--- src/rtl/core/ubr_pkg.sv ---
`default_nettype none

package ubr_pkg;

  // Transaction kinds
  localparam logic [1:0] OP_READ  = 2'd0;
  localparam logic [1:0] OP_WRITE = 2'd1;
  localparam logic [1:0] OP_LINE  = 2'd2;

  // Register byte offsets
  localparam logic [7:0] ADDR_RBR  = 8'h00;
  localparam logic [7:0] ADDR_IER  = 8'h01;
  localparam logic [7:0] ADDR_IIR  = 8'h02;
  localparam logic [7:0] ADDR_LCR  = 8'h03;
  localparam logic [7:0] ADDR_MCR  = 8'h04;
  localparam logic [7:0] ADDR_LSR  = 8'h05;
  localparam logic [7:0] ADDR_MSR  = 8'h06;
  localparam logic [7:0] ADDR_SPR  = 8'h07;
  localparam logic [7:0] ADDR_MDR1 = 8'h08;
  localparam logic [7:0] ADDR_SCR  = 8'h10;
  localparam logic [7:0] ADDR_SSR  = 8'h11;

  // LCR value that selects the enhanced register bank
  localparam logic [7:0] LCR_BANK_CONF = 8'hBF;
  // Modem status outside the enhanced bank: CTS, DSR, DCD
  localparam logic [7:0] MSR_IDLE = 8'hB0;

  // Interrupt identification codes
  localparam logic [3:0] ID_NONE = 4'h1;
  localparam logic [3:0] ID_LINE = 4'h6;
  localparam logic [3:0] ID_DATA = 4'h4;
  localparam logic [3:0] ID_TXE  = 4'h2;

  // IER and FCR bit positions
  localparam int unsigned IER_RDA    = 0;
  localparam int unsigned IER_THRE   = 1;
  localparam int unsigned IER_RLS    = 2;
  localparam int unsigned FCR_RX_RST = 1;
  localparam int unsigned FCR_TX_RST = 2;

  // RX FIFO control and status
  typedef struct packed {
    logic push;
    logic pop;
    logic clear;
  } rxf_ctrl_t;

  typedef struct packed {
    logic empty;
    logic full;
    logic single;
  } rxf_stat_t;

endpackage

`default_nettype wire

--- src/rtl/core/ubr_if.sv ---
`default_nettype none

// Request channel: bus read, bus write or line byte
interface ubr_in_if;
  logic       valid;
  logic       ready;
  logic [1:0] op;
  logic [7:0] addr;
  logic [7:0] wdata;
  logic [7:0] rx_byte;

  modport source (output valid, op, addr, wdata, rx_byte, input ready);
  modport sink   (input valid, op, addr, wdata, rx_byte, output ready);
endinterface

// Result channel: one result per request
interface ubr_out_if;
  logic       valid;
  logic       ready;
  logic [7:0] rdata;
  logic       irq_line;
  logic       tx_valid;
  logic [7:0] tx_byte;

  modport source (output valid, rdata, irq_line, tx_valid, tx_byte, input ready);
  modport sink   (input valid, rdata, irq_line, tx_valid, tx_byte, output ready);
endinterface

`default_nettype wire

--- src/rtl/core/uart_banked_registers_rx_fifo.sv ---
`default_nettype none
// A transaction is held in the request register, and its result is registered in the result register.
// Throughput: one transaction per cycle; the request and result registers each take a new
// transaction every cycle while the result side keeps taking results.
// Reset (rst_ni low, asynchronous): registers to 16550 defaults, LSR 0x60, IIR 0x01, RX FIFO
// empty; FIFO storage is not cleared and needs no clearing pass.

module uart_banked_registers_rx_fifo
  import ubr_pkg::*;
#(
  parameter int unsigned RX_DEPTH = 64
) (
  input  wire logic clk_i,
  input  wire logic rst_ni,
  ubr_in_if.sink    in_i,
  ubr_out_if.source out_o
);

  // Request register
  logic       in_valid_q;
  logic [1:0] op_q;
  logic [7:0] addr_q, wdata_q, rxb_q;

  // Result register
  logic       out_valid_q;
  logic [7:0] rdata_q, rdata_d, tx_byte_q, tx_byte_d;
  logic       irq_q, irq_d, tx_valid_q, tx_valid_d;

  // Architectural registers
  logic [3:0] ier_q, ier_d, ident_q, ident_d;
  logic [7:0] lcr_q, lcr_d, mcr_q, mcr_d, spr_q, spr_d;
  logic [7:0] dll_q, dll_d, dlm_q, dlm_d, mdr1_q, mdr1_d, efr_q, efr_d;
  logic [7:0] xon1_q, xon1_d, xon2_q, xon2_d, xoff1_q, xoff1_d, xoff2_q, xoff2_d;
  logic [7:0] scr_q, scr_d;
  logic [6:0] ssr_q, ssr_d;
  logic       data_q, data_d, over_q, over_d, pend_q, pend_d;
  logic [1:0] iir_cnt_q, iir_cnt_d;

  logic       advance, conf, dlab, reeval;
  rxf_ctrl_t  rxf_ctrl;
  rxf_stat_t  rxf_stat;
  logic [7:0] rxf_rdata;

  // Pipeline handshake
  assign advance     = in_valid_q && (!out_valid_q || out_o.ready);
  assign in_i.ready  = !in_valid_q || advance;
  assign conf        = (lcr_q == LCR_BANK_CONF);
  assign dlab        = lcr_q[7];

  ubr_rx_fifo #(
    .RX_DEPTH(RX_DEPTH)
  ) u_rx_fifo (
    .clk_i  (clk_i),
    .rst_ni (rst_ni),
    .ctrl_i (rxf_ctrl),
    .wdata_i(rxb_q),
    .stat_o (rxf_stat),
    .rdata_o(rxf_rdata)
  );

  // Register access and interrupt update for the transaction in the request register
  always_comb begin
    ier_d = ier_q;  ident_d = ident_q;  lcr_d = lcr_q;  mcr_d = mcr_q;
    spr_d = spr_q;  dll_d = dll_q;  dlm_d = dlm_q;  mdr1_d = mdr1_q;
    efr_d = efr_q;  xon1_d = xon1_q;  xon2_d = xon2_q;  xoff1_d = xoff1_q;
    xoff2_d = xoff2_q;  scr_d = scr_q;  ssr_d = ssr_q;
    data_d = data_q;  over_d = over_q;  pend_d = pend_q;  iir_cnt_d = iir_cnt_q;
    rdata_d    = '0;
    tx_valid_d = 1'b0;
    tx_byte_d  = '0;
    reeval     = 1'b0;
    rxf_ctrl   = '0;
    if (advance) begin
      case (op_q)
        OP_READ: begin
          unique case (addr_q)
            ADDR_RBR: begin
              if (dlab) begin
                rdata_d = dll_q;
              end else begin
                rxf_ctrl.pop = 1'b1;
                if (!rxf_stat.empty) rdata_d = rxf_rdata;
                data_d = !(rxf_stat.empty || rxf_stat.single);
                reeval = 1'b1;
              end
            end
            ADDR_IER: rdata_d = dlab ? dlm_q : {4'b0, ier_q};
            ADDR_IIR: begin
              if (conf) begin
                rdata_d = efr_q;
              end else begin
                rdata_d = {4'b0, ident_q};
                // TX empty clears on the second IIR read
                if (ident_q == ID_TXE) begin
                  if (iir_cnt_q == 2'd1) begin
                    pend_d    = 1'b0;
                    iir_cnt_d = '0;
                    reeval    = 1'b1;
                  end else begin
                    iir_cnt_d = iir_cnt_q + 2'd1;
                  end
                end
              end
            end
            ADDR_LCR: rdata_d = lcr_q;
            ADDR_MCR: rdata_d = conf ? xon1_q : mcr_q;
            ADDR_LSR: begin
              if (conf) begin
                rdata_d = xon2_q;
              end else begin
                rdata_d = {3'b011, 3'b000, over_q, data_q};
                over_d  = 1'b0;
              end
            end
            ADDR_MSR:  rdata_d = conf ? xoff1_q : MSR_IDLE;
            ADDR_SPR:  rdata_d = conf ? xoff2_q : spr_q;
            ADDR_MDR1: rdata_d = mdr1_q;
            ADDR_SCR:  rdata_d = scr_q;
            ADDR_SSR:  rdata_d = {ssr_q, 1'b0};
            default:   rdata_d = '0;
          endcase
        end
        OP_WRITE: begin
          unique case (addr_q)
            ADDR_RBR: begin
              if (dlab) begin
                dll_d = wdata_q;
              end else begin
                tx_valid_d = 1'b1;
                tx_byte_d  = wdata_q;
                pend_d     = 1'b1;
                iir_cnt_d  = '0;
                reeval     = 1'b1;
              end
            end
            ADDR_IER: begin
              if (dlab) begin
                dlm_d = wdata_q;
              end else begin
                ier_d = wdata_q[3:0];
                // THRE enable edge with THR empty (always true here)
                if (!ier_q[IER_THRE] && wdata_q[IER_THRE]) pend_d = 1'b1;
                reeval = 1'b1;
              end
            end
            ADDR_IIR: begin
              if (conf) begin
                efr_d = wdata_q;
              end else begin
                if (wdata_q[FCR_RX_RST]) begin
                  rxf_ctrl.clear = 1'b1;
                  data_d         = 1'b0;
                end
                if (wdata_q[FCR_TX_RST]) pend_d = 1'b0;
                reeval = 1'b1;
              end
            end
            ADDR_LCR: lcr_d = wdata_q;
            ADDR_MCR: begin
              if (conf) xon1_d = wdata_q;
              else      mcr_d  = wdata_q;
            end
            ADDR_LSR: if (conf) xon2_d = wdata_q;
            ADDR_MSR: if (conf) xoff1_d = wdata_q;
            ADDR_SPR: begin
              if (conf) xoff2_d = wdata_q;
              else      spr_d   = wdata_q;
            end
            ADDR_MDR1: mdr1_d = wdata_q;
            ADDR_SCR:  scr_d  = wdata_q;
            ADDR_SSR:  ssr_d  = wdata_q[7:1];
            default: ;
          endcase
        end
        OP_LINE: begin
          rxf_ctrl.push = 1'b1;
          if (rxf_stat.full) over_d = 1'b1;
          data_d = 1'b1;
          reeval = 1'b1;
        end
        default: ;
      endcase
      // Priority: overrun, data ready, TX empty
      if (reeval) begin
        if (ier_d[IER_RLS] && over_d)       ident_d = ID_LINE;
        else if (ier_d[IER_RDA] && data_d)  ident_d = ID_DATA;
        else if (ier_d[IER_THRE] && pend_d) ident_d = ID_TXE;
        else                                ident_d = ID_NONE;
      end
    end
  end

  assign irq_d = (ident_d != ID_NONE);

  // Control and architectural state
  always_ff @(posedge clk_i or negedge rst_ni) begin
    if (!rst_ni) begin
      in_valid_q  <= 1'b0;
      out_valid_q <= 1'b0;
      ier_q   <= '0;  ident_q <= ID_NONE;  lcr_q <= '0;  mcr_q <= '0;
      spr_q   <= '0;  dll_q   <= '0;  dlm_q <= '0;  mdr1_q <= '0;  efr_q <= '0;
      xon1_q  <= '0;  xon2_q  <= '0;  xoff1_q <= '0;  xoff2_q <= '0;
      scr_q   <= '0;  ssr_q   <= '0;
      data_q  <= 1'b0;  over_q <= 1'b0;  pend_q <= 1'b0;  iir_cnt_q <= '0;
    end else begin
      if (in_i.ready) in_valid_q <= in_i.valid;
      if (advance)           out_valid_q <= 1'b1;
      else if (out_o.ready)  out_valid_q <= 1'b0;
      ier_q   <= ier_d;  ident_q <= ident_d;  lcr_q <= lcr_d;  mcr_q <= mcr_d;
      spr_q   <= spr_d;  dll_q   <= dll_d;  dlm_q <= dlm_d;  mdr1_q <= mdr1_d;
      efr_q   <= efr_d;
      xon1_q  <= xon1_d;  xon2_q <= xon2_d;  xoff1_q <= xoff1_d;  xoff2_q <= xoff2_d;
      scr_q   <= scr_d;  ssr_q <= ssr_d;
      data_q  <= data_d;  over_q <= over_d;  pend_q <= pend_d;  iir_cnt_q <= iir_cnt_d;
    end
  end

  // Payload registers
  always_ff @(posedge clk_i) begin
    if (in_i.valid && in_i.ready) begin
      op_q   <= in_i.op;
      addr_q <= in_i.addr;
      wdata_q <= in_i.wdata;
      rxb_q  <= in_i.rx_byte;
    end
    if (advance) begin
      rdata_q    <= rdata_d;
      irq_q      <= irq_d;
      tx_valid_q <= tx_valid_d;
      tx_byte_q  <= tx_byte_d;
    end
  end

  assign out_o.valid    = out_valid_q;
  assign out_o.rdata    = rdata_q;
  assign out_o.irq_line = irq_q;
  assign out_o.tx_valid = tx_valid_q;
  assign out_o.tx_byte  = tx_byte_q;

`ifndef SYNTH
  // IIR read counter resets on the second read, never reaches two
  assert property (@(posedge clk_i) disable iff (!rst_ni) iir_cnt_q <= 2'd1)
    else $error("iir read counter out of range");

  // Interrupt level in the result matches the identification it was built from
  assert property (@(posedge clk_i) disable iff (!rst_ni)
    advance |=> (irq_q == (ident_q != ID_NONE)))
    else $error("irq level does not match IIR");

  // A transmitted byte comes only from a write, which returns no read data
  assert property (@(posedge clk_i) disable iff (!rst_ni)
    advance && tx_valid_d |=> out_valid_q && (rdata_q == 8'h00))
    else $error("tx byte with read data");

  // FIFO level cannot be both empty and full
  assert property (@(posedge clk_i) disable iff (!rst_ni) !(rxf_stat.empty && rxf_stat.full))
    else $error("rx fifo empty and full");
`endif

endmodule

`default_nettype wire

--- src/rtl/core/ubr_rx_fifo.sv ---
`default_nettype none

module ubr_rx_fifo
  import ubr_pkg::*;
#(
  parameter int unsigned RX_DEPTH = 64
) (
  input  wire logic       clk_i,
  input  wire logic       rst_ni,
  input  wire rxf_ctrl_t  ctrl_i,
  input  wire logic [7:0] wdata_i,
  output rxf_stat_t       stat_o,
  output logic [7:0]      rdata_o
);

  localparam int unsigned PtrW = (RX_DEPTH > 1) ? $clog2(RX_DEPTH) : 1;
  localparam int unsigned LvlW = $clog2(RX_DEPTH + 1);
  localparam logic [PtrW-1:0] PtrLast = PtrW'(RX_DEPTH - 1);
  localparam logic [LvlW-1:0] LvlFull = LvlW'(RX_DEPTH);

  logic [7:0]      mem [RX_DEPTH];
  logic [PtrW-1:0] head_q, head_d, tail_q, tail_d;
  logic [LvlW-1:0] level_q, level_d;
  logic            push_ok, pop_ok;
  logic [7:0]      rd_q, byp_data_q;
  logic            byp_q;

  assign stat_o.empty  = (level_q == '0);
  assign stat_o.full   = (level_q == LvlFull);
  assign stat_o.single = (level_q == LvlW'(1));

  assign push_ok = ctrl_i.push && !stat_o.full;
  assign pop_ok  = ctrl_i.pop && !stat_o.empty;

  // Pointer and level update, wrap at the configured depth
  always_comb begin
    head_d  = head_q;
    tail_d  = tail_q;
    level_d = level_q;
    if (ctrl_i.clear) begin
      head_d  = '0;
      tail_d  = '0;
      level_d = '0;
    end else begin
      if (push_ok) head_d = (head_q == PtrLast) ? '0 : head_q + PtrW'(1);
      if (pop_ok)  tail_d = (tail_q == PtrLast) ? '0 : tail_q + PtrW'(1);
      level_d = level_q + LvlW'(push_ok) - LvlW'(pop_ok);
    end
  end

  always_ff @(posedge clk_i or negedge rst_ni) begin
    if (!rst_ni) begin
      head_q  <= '0;
      tail_q  <= '0;
      level_q <= '0;
      byp_q   <= 1'b0;
    end else begin
      head_q  <= head_d;
      tail_q  <= tail_d;
      level_q <= level_d;
      // a write to the slot read next bypasses the memory
      byp_q   <= push_ok && (head_q == tail_d);
    end
  end

  // Storage; the head of the queue is read ahead into a register
  always_ff @(posedge clk_i) begin
    if (push_ok) mem[head_q] <= wdata_i;
    rd_q       <= mem[tail_d];
    byp_data_q <= wdata_i;
  end

  assign rdata_o = byp_q ? byp_data_q : rd_q;

endmodule

`default_nettype wire
--- src/flat_wrapper.sv ---
// flat-port wrapper written by rule: the top's interface ports become plain ports
module uart_banked_registers_rx_fifo_flat import ubr_pkg::*;
#(
  parameter int unsigned RX_DEPTH = 64
)
  (clk_i, rst_ni, in_i_valid, in_i_op, in_i_addr, in_i_wdata, in_i_rx_byte, in_i_ready, out_o_valid, out_o_rdata, out_o_irq_line, out_o_tx_valid, out_o_tx_byte, out_o_ready);
  ubr_in_if in_i_i ();
  ubr_out_if out_o_i ();
  input  wire logic clk_i;
  input  wire logic rst_ni;
  input wire logic [$bits(in_i_i.valid)-1:0] in_i_valid;
  input wire logic [$bits(in_i_i.op)-1:0] in_i_op;
  input wire logic [$bits(in_i_i.addr)-1:0] in_i_addr;
  input wire logic [$bits(in_i_i.wdata)-1:0] in_i_wdata;
  input wire logic [$bits(in_i_i.rx_byte)-1:0] in_i_rx_byte;
  output wire logic [$bits(in_i_i.ready)-1:0] in_i_ready;
  output wire logic [$bits(out_o_i.valid)-1:0] out_o_valid;
  output wire logic [$bits(out_o_i.rdata)-1:0] out_o_rdata;
  output wire logic [$bits(out_o_i.irq_line)-1:0] out_o_irq_line;
  output wire logic [$bits(out_o_i.tx_valid)-1:0] out_o_tx_valid;
  output wire logic [$bits(out_o_i.tx_byte)-1:0] out_o_tx_byte;
  input wire logic [$bits(out_o_i.ready)-1:0] out_o_ready;
  assign in_i_i.valid = in_i_valid;
  assign in_i_i.op = in_i_op;
  assign in_i_i.addr = in_i_addr;
  assign in_i_i.wdata = in_i_wdata;
  assign in_i_i.rx_byte = in_i_rx_byte;
  assign in_i_ready = in_i_i.ready;
  assign out_o_valid = out_o_i.valid;
  assign out_o_rdata = out_o_i.rdata;
  assign out_o_irq_line = out_o_i.irq_line;
  assign out_o_tx_valid = out_o_i.tx_valid;
  assign out_o_tx_byte = out_o_i.tx_byte;
  assign out_o_i.ready = out_o_ready;
  uart_banked_registers_rx_fifo #(.RX_DEPTH(RX_DEPTH)) u_core (.clk_i(clk_i), .rst_ni(rst_ni), .in_i(in_i_i), .out_o(out_o_i));
endmodule
--- config.mk ---
export PLATFORM = sky130hd
export DESIGN_NAME = uart_banked_registers_rx_fifo_flat
export DESIGN_NICKNAME = d
export VERILOG_FILES = /design/src/rtl/core/ubr_pkg.sv /design/src/rtl/core/ubr_if.sv /design/src/rtl/core/uart_banked_registers_rx_fifo.sv /design/src/rtl/core/ubr_rx_fifo.sv /design/src/flat_wrapper.sv
export SDC_FILE = /design/constraint.sdc
export NUM_CORES = 1
export LEC_CHECK = 0
export ABC_AREA = 1
export BUFFER_PORTS_ARGS = -buffer_cell sky130_fd_sc_hd__buf_2
export CAP_MARGIN = 5
export CORE_ASPECT_RATIO = 1.2
export CORE_MARGIN = 2
export CORE_UTILIZATION = 30
export CTS_CLUSTER_DIAMETER = 60
export CTS_CLUSTER_SIZE = 30
export DETAILED_ROUTE_END_ITERATION = 8
export GPL_ROUTABILITY_DRIVEN = 0
export SLEW_MARGIN = 0
export SYNTH_ARGS = -nofsm -noshare
export SYNTH_HDL_FRONTEND = slang
export SYNTH_SLANG_ARGS = --single-unit
--- constraint.sdc ---
create_clock -name clk_i -period 4.3 [get_ports clk_i]
set_input_delay 0.86 -clock clk_i [delete_from_list [all_inputs] [get_ports clk_i]]
set_output_delay 0.86 -clock clk_i [all_outputs]
set_load 0.02 [all_outputs]
==> results of run 1 <==
routing by layer:
layer | GRT usage | up-vias | part of all wire
met3 | 0.0181 | 134 | 0.057
met2 | 0.261 | 683 | 0.49
met4 | 0.0518 | 0 | 0.033
li1 | - | 10100 | -
met1 | 0.198 | 10500 | 0.42
met5 | 0 | - | 0
path summary, 6_finish.rpt:
| check | from | end | slack, ns | cells after the start |
|---|---|---|---|---|
| min reg2reg | u_core.xoff2_q[2] | u_core.xoff2_q[2] | 0.49 | 2 |
| min in group clk_i | in_i_rx_byte[0] | u_core.rxb_q[0] | 0.39 | 1 |
| max | u_core.op_q[1] | u_core.u_rx_fifo.rd_q[6] | 0.63 | 14 |
| max in group asynchronous | rst_ni | u_core.xon1_q[3] | 3.07 | 2 |
| min | rst_ni | u_core.in_valid_q | 0.34 | 1 |
| max reg2reg | u_core.op_q[1] | u_core.u_rx_fifo.rd_q[6] | 0.63 | 14 |
through the flow:
step / hold slack (ns) / instances / util / power [mW] / worst slack [ns]
2_1_floorplan: 0.446 / 2957 / - / 8.69 / 0.445
3_3_place_gp: 0.462 / 4300 / 0.320 / 9.15 / 0.353
3_5_place_dp: 0.468 / 4300 / 0.320 / 9.15 / 0.312
4_1_cts: 0.357 / 4398 / 0.339 / 14.5 / 0.638
5_1_grt: 0.366 / 4399 / 0.339 / 15.0 / 0.442
6_report: 0.335 / 4399 / 0.339 / 14.4 / 0.626
worst max-delay path, cell delays in order (launching register included):
cell and delay (ns):
edfxtp_1 0.53, nor2_4 0.29, nand3_1 0.19, nor2_2 0.24, nand2_4 0.12, nand2_2 0.13
o21ai_4 0.08, nor2_4 0.74, buf_4 0.52, nand3_1 0.13, nand3_1 0.10, nand3_1 0.09
nand3_1 0.14, nand3_1 0.16, nand2_1 0.12
layout by cell type (no fill, tap or decap), drive strengths merged, types with 3 or more instances in the layout:
cell type,count
nand2,601
clkbuf,54
xor2,3
buf,127
edfxtp,556
a31oi,3
ha,11
or2,5
nand3b,121
clkinv,27
a22o,7
o41ai,3
o211ai,4
o21ai,138
dfxtp,16
inv,358
nand3,601
dfrtp,137
a221oi,13
nor4,6
o2111ai,4
a21oi,24
nand4,15
nor2,156
nor3,10
cells by family after synthesis:
family          after synthesis  share of synthesized area
simple gates               1516                      0.228
flops                       710                      0.658
buf+inv                     504                     0.0684
compound gates              211                     0.0395
fa+ha+maj                    12                    0.00507
xor+xnor                      4                    0.00113
cell usage after synthesis (4+ instances only):
library cell / count
nand4_1: 14
inv_2: 5
o21ai_0: 137
nor3_1: 9
buf_6: 6
dfxtp_1: 16
inv_1: 334
buf_2: 76
nor4_1: 5
buf_4: 25
nand3b_1: 121
a22o_1: 7
nor2_1: 149
clkbuf_1: 47
clkinv_1: 5
a221oi_1: 13
edfxtp_1: 556
dfrtp_1: 137
or2_2: 5
o2111ai_1: 4
nor2_4: 4
ha_1: 11
buf_1: 5
a21oi_1: 24
nand2_2: 5
nand2_1: 594
nand3_1: 599
where the power goes:
part | internal, mW | switching [mW] | leakage (nW) | total [mW]
clock | 2.58 | 2.82 | 0.917 | 5.40
combinational | 0.337 | 0.907 | 5.78 | 1.24
sequential | 7.63 | 0.134 | 7.02 | 7.76
layout make-up:
class	instances	area, µm²	area share
well taps	1375	1720	0.0493
clock inverters	44	562	0.0161
flip-flops and latches	710	20500	0.587
multi-input cells	1743	8540	0.245
repair buffers	127	950	0.0272
diodes	1	2.50	0.0000717
inverters	345	1300	0.0373
clock buffers	54	1330	0.0381
==> metrics.txt, run 1 <==
fin crit share=0.854; first-pass GRT wire length=126 mm; Critical Path RT=4.87 ns; Synth Instances=slightly below 3000; H-tree depth=2; Data arrival, critical path=approximately 4.3 ns; # clock sinks=just over 700; Peak supply drop=319 µV; CP Launch Type=flip-flop; Mean Syn Cell Area=10.5 µm²; die height=357 µm; post-synthesis sequential area ratio=0.658; Worst setup EP type=flip-flop; hold buffer count at CTS=0; Post CTS Setup Buffer Count=0; #FFs+latches synth=710; final hold violations=0; Pre-Repair DR Iteration Count=5; number of nets in the layout=slightly above 3000; DRC violations left=0; Hold Crit Class=in2async; Area after DPL=33000 µm²; Core Rows=129; Fillers=around 10000; Top Ports=50; port bufs=49; vias in the first global route=~20000; Slew headroom=0.347; post-route cell area=34900 µm²; area leader, netlist=edfxtp_1; Top FF cell, synth=edfxtp_1; count of pins over their slew limit=0; Ys Warns=0; CTS tree=yes; clock-pin slew on the worst setup and hold paths=0.08 ns; hpwl dp=49.4 mm; gr ovfl total=0; Starting Density=0.302; leakage power=13.7 nW; post-route setup TNS=0 ns; mapped cell area=31100 µm²; status=finished, final reports clean; Finish-stage setup viols=0; Yosys top cell area share=0.537; largest net degree at the start of global routing=around 160; Largest Register=u_core.u_rx_fifo.mem; vias=21400; top cells by area, synth=edfxtp_1 54%, dfrtp_1 11%, nand3_1 9.6%, nand2_1 7.2%, inv_1 4.0%; PwrDens=around 410 nW/µm²; Worst Skew=0.0366 ns; routed wire length=82.8 mm; DRT antenna net count=0; via-per-instance ratio=4.87; Die X=roughly 300 µm; max-capacitance violation count=0; max reg flops=512; number of synthesized flops with an enable pin=556; critical path peak fanout=34; CP Class=reg2reg; clock root buffer=clkbuf_16; GRT Total Usage=0.152; Max clock buf depth=3; Post-CTS Resized=0; number of CTS-inserted buffers=between 50 and 60; layout cells sized above 1=0.0853; RSZ-0062 raised after global routing=false; Period minus WS final=3.67 ns; initial antenna violation count=1; core footprint=103000 µm²; Area growth syn-to-layout=12.1%; Worst-Skew Late Latency=0.64 ns; Synth async-reset ratio=0.194; Synth cell types=54; starting DRC count in detailed routing=2134; f_max=0.272 GHz; syn nets=2999; Die ar.=approximately 110000 µm²; Routed WL per cell=18.8 µm; Slew @ Worst Pin=0.977 ns
Note: power is estimated with default switching activity, not from simulation.
==> run 2: changes to the inputs <==
--- a/config.mk
+++ b/config.mk
@@ -9,7 +9,7 @@
 export BUFFER_PORTS_ARGS = -buffer_cell sky130_fd_sc_hd__buf_2
 export CAP_MARGIN = 5
 export CORE_ASPECT_RATIO = 1.2
-export CORE_MARGIN = 2
+export CORE_MARGIN = 1.5
 export CORE_UTILIZATION = 30
 export CTS_CLUSTER_DIAMETER = 60
 export CTS_CLUSTER_SIZE = 30
==> constraint.sdc (replaced) <==
create_clock -name clk_i -period 4.4 [get_ports clk_i]
set_input_delay 0.88 -clock clk_i [delete_from_list [all_inputs] [get_ports clk_i]]
set_output_delay 0.88 -clock clk_i [all_outputs]
set_load 0.02 [all_outputs]
==> metrics.txt, run 2 (synthesized netlist as in run 1, its figures left out) <==
layout cells sized above 1=0.0835 (-0.00182); Die X=297 µm (-0.34%); n_diodes=0 (-1); Tot Pwr=14.2 mW (-1.4%); Post CTS Setup Buffer Count=0 (unchanged); core footprint=103000 µm² (unchanged); clock root buffer=clkbuf_16; Die ar.=106000 µm² (-0.62%); via-per-instance ratio=4.86 (-0.15%); hpwl dp=48.6 mm (-1.8%); # clock sinks=710 (unchanged); largest net degree at the start of global routing=169 (+7.0%); commonest non-fill, non-tap cell in the layout=nand3_1; Worst Skew=0.0566 ns (+0.0200 ns); H-tree depth=2 (unchanged); Cell Chain, Critical Path=nor2_4 -> nand3_1 -> nor2_2 -> nand2_4 -> nand2_2 -> o21ai_4 -> nor2_4 -> buf_12 -> nand3_1 -> nand3_1 -> nand3_1 -> nand3_1 -> nand3_1 -> nand2_1; vias in the first global route=20200 (-0.83%); starting DRC count in detailed routing=2020 (-5.3%); Critical Path RT=4.95 ns (+0.08 ns); Bufs and invs on worst path=1 (unchanged); post-placement setup slack=0.377 ns (+0.0656 ns); CP Launch Type=flip-flop; critical path peak fanout=69 (+100%); post-route setup TNS=0 ns (unchanged); GRT Total Usage=0.152 (about the same); clock-pin slew on the worst setup and hold paths=0.08 ns (about the same); Post-CTS Resized=0 (unchanged); slowest cell delay on critical path=0.77 ns (+0.03 ns); number of nets in the layout=3015 (-0.23%); Worst setup EP type=flip-flop; vias=21400 (-0.31%); Slew headroom=0.315 (-0.0319); hold buffer count at CTS=0 (unchanged); Area after DPL=32900 µm² (-0.20%); final hold violations=0 (unchanged); initial antenna violation count=0 (-1); Routed WL per cell=18.7 µm (-0.75%); Final Util=0.339 (about the same); Period minus WS final=3.74 ns (+0.0704 ns); DP Cell Count=4293 (-0.16%); Final Worst Setup Slack=0.656 ns (+0.0296 ns); Starting Density=0.302 (unchanged); DRC violations left=0 (unchanged); Fillers=10400 (+0.24%); Largest Register=u_core.u_rx_fifo.mem; status=finished, final reports clean; Area growth syn-to-layout=12.1% (about the same); DRT antenna net count=0 (unchanged); first-pass GRT wire length=125 mm (-0.78%); CP Class=reg2reg; Finish-stage setup viols=0 (unchanged); die height=356 µm (-0.28%); leakage power=13.7 nW (about the same); Worst-Skew Late Latency=0.65 ns (about the same); max reg flops=512 (unchanged); routed wire length=82.1 mm (-0.91%); Slew @ Worst Pin=1.03 ns (+0.0478 ns); CP dominant cell by count=nand3_1; max-capacitance violation count=0 (unchanged); Crit path max-delay family=simple AND/OR/NAND/NOR gates; Data arrival, critical path=4.29 ns (+0.04 ns); Top Ports=50 (unchanged); commonest non-fill, non-tap cells in the layout=598 x nand3_1, 594 x nand2_1, 556 x edfxtp_1; port bufs=49 (unchanged); number of CTS-inserted buffers=53 (unchanged); post-route cell area=34900 µm² (about the same); count of pins over their slew limit=0 (unchanged); fin crit share=0.851 (-0.00342); gr ovfl total=0 (unchanged); Peak supply drop=308 µV (-3.4%); Hold Crit Class=in2async; f_max=0.267 GHz (-1.9%); Max clock buf depth=3 (unchanged); hold_ws=0.364 ns (+0.0288 ns); CTS tree=yes; Core Rows=129 (unchanged); Pre-Repair DR Iteration Count=6 (+1); Final Non-Filler Cells=4392 (-0.16%); slowest stage cell, crit path=nor2_4; PwrDens=408 nW/µm² (-1.3%); RSZ-0062 raised after global routing=false
[run 2: report_power, final]
group | total [mW] | leakage [nW] | switching (mW) | internal (mW)
Combinational | 1.20 | 5.74 | 0.874 | 0.325
Sequential | 7.59 | 7.02 | 0.135 | 7.45
Clock | 5.42 | 0.948 | 2.86 | 2.56
[run 2: final timing paths]
| kind | cells past startpoint | end | slack, ns | startpoint |
|---|---|---|---|---|
| min | 1 | u_core.in_valid_q | 0.36 | rst_ni |
| max in group asynchronous | 2 | u_core.u_rx_fifo.head_q[1] | 3.16 | rst_ni |
| max reg2reg | 14 | u_core.u_rx_fifo.rd_q[4] | 0.66 | u_core.op_q[1] |
| min in group clk_i | 1 | u_core.wdata_q[0] | 0.42 | in_i_wdata[0] |
| min reg2reg | 2 | u_core.xoff1_q[7] | 0.49 | u_core.xoff1_q[7] |
| max | 14 | u_core.u_rx_fifo.rd_q[4] | 0.66 | u_core.op_q[1] |
[run 2: worst register-to-register path, stage by stage, from the launching register on]
cell	delay (ns)
edfxtp_1	0.53
nor2_4	0.29
nand3_1	0.19
nor2_2	0.24
nand2_4	0.12
nand2_2	0.14
o21ai_4	0.08
nor2_4	0.77
buf_12	0.37
nand3_1	0.22
nand3_1	0.09
nand3_1	0.12
nand3_1	0.22
nand3_1	0.22
nand2_1	0.12
[run 2: final cells by class]
| class | instances | area, µm² | area share |
|---|---|---|---|
| inverter | 345 | 1300 | 0.0373 |
| timing repair buffer | 120 | 885 | 0.0254 |
| clock inverter | 44 | 584 | 0.0168 |
| multi-input combinational | 1743 | 8540 | 0.245 |
| clock buffer | 55 | 1370 | 0.0391 |
| tap | 1375 | 1720 | 0.0493 |
| sequential | 710 | 20500 | 0.587 |
[run 2: routing by layer]
metal | share of wire | GRT usage
met1 | 0.41 | 0.196
met2 | 0.50 | 0.265
met3 | 0.062 | 0.0200
met4 | 0.026 | 0.0442
met5 | 0 | 0
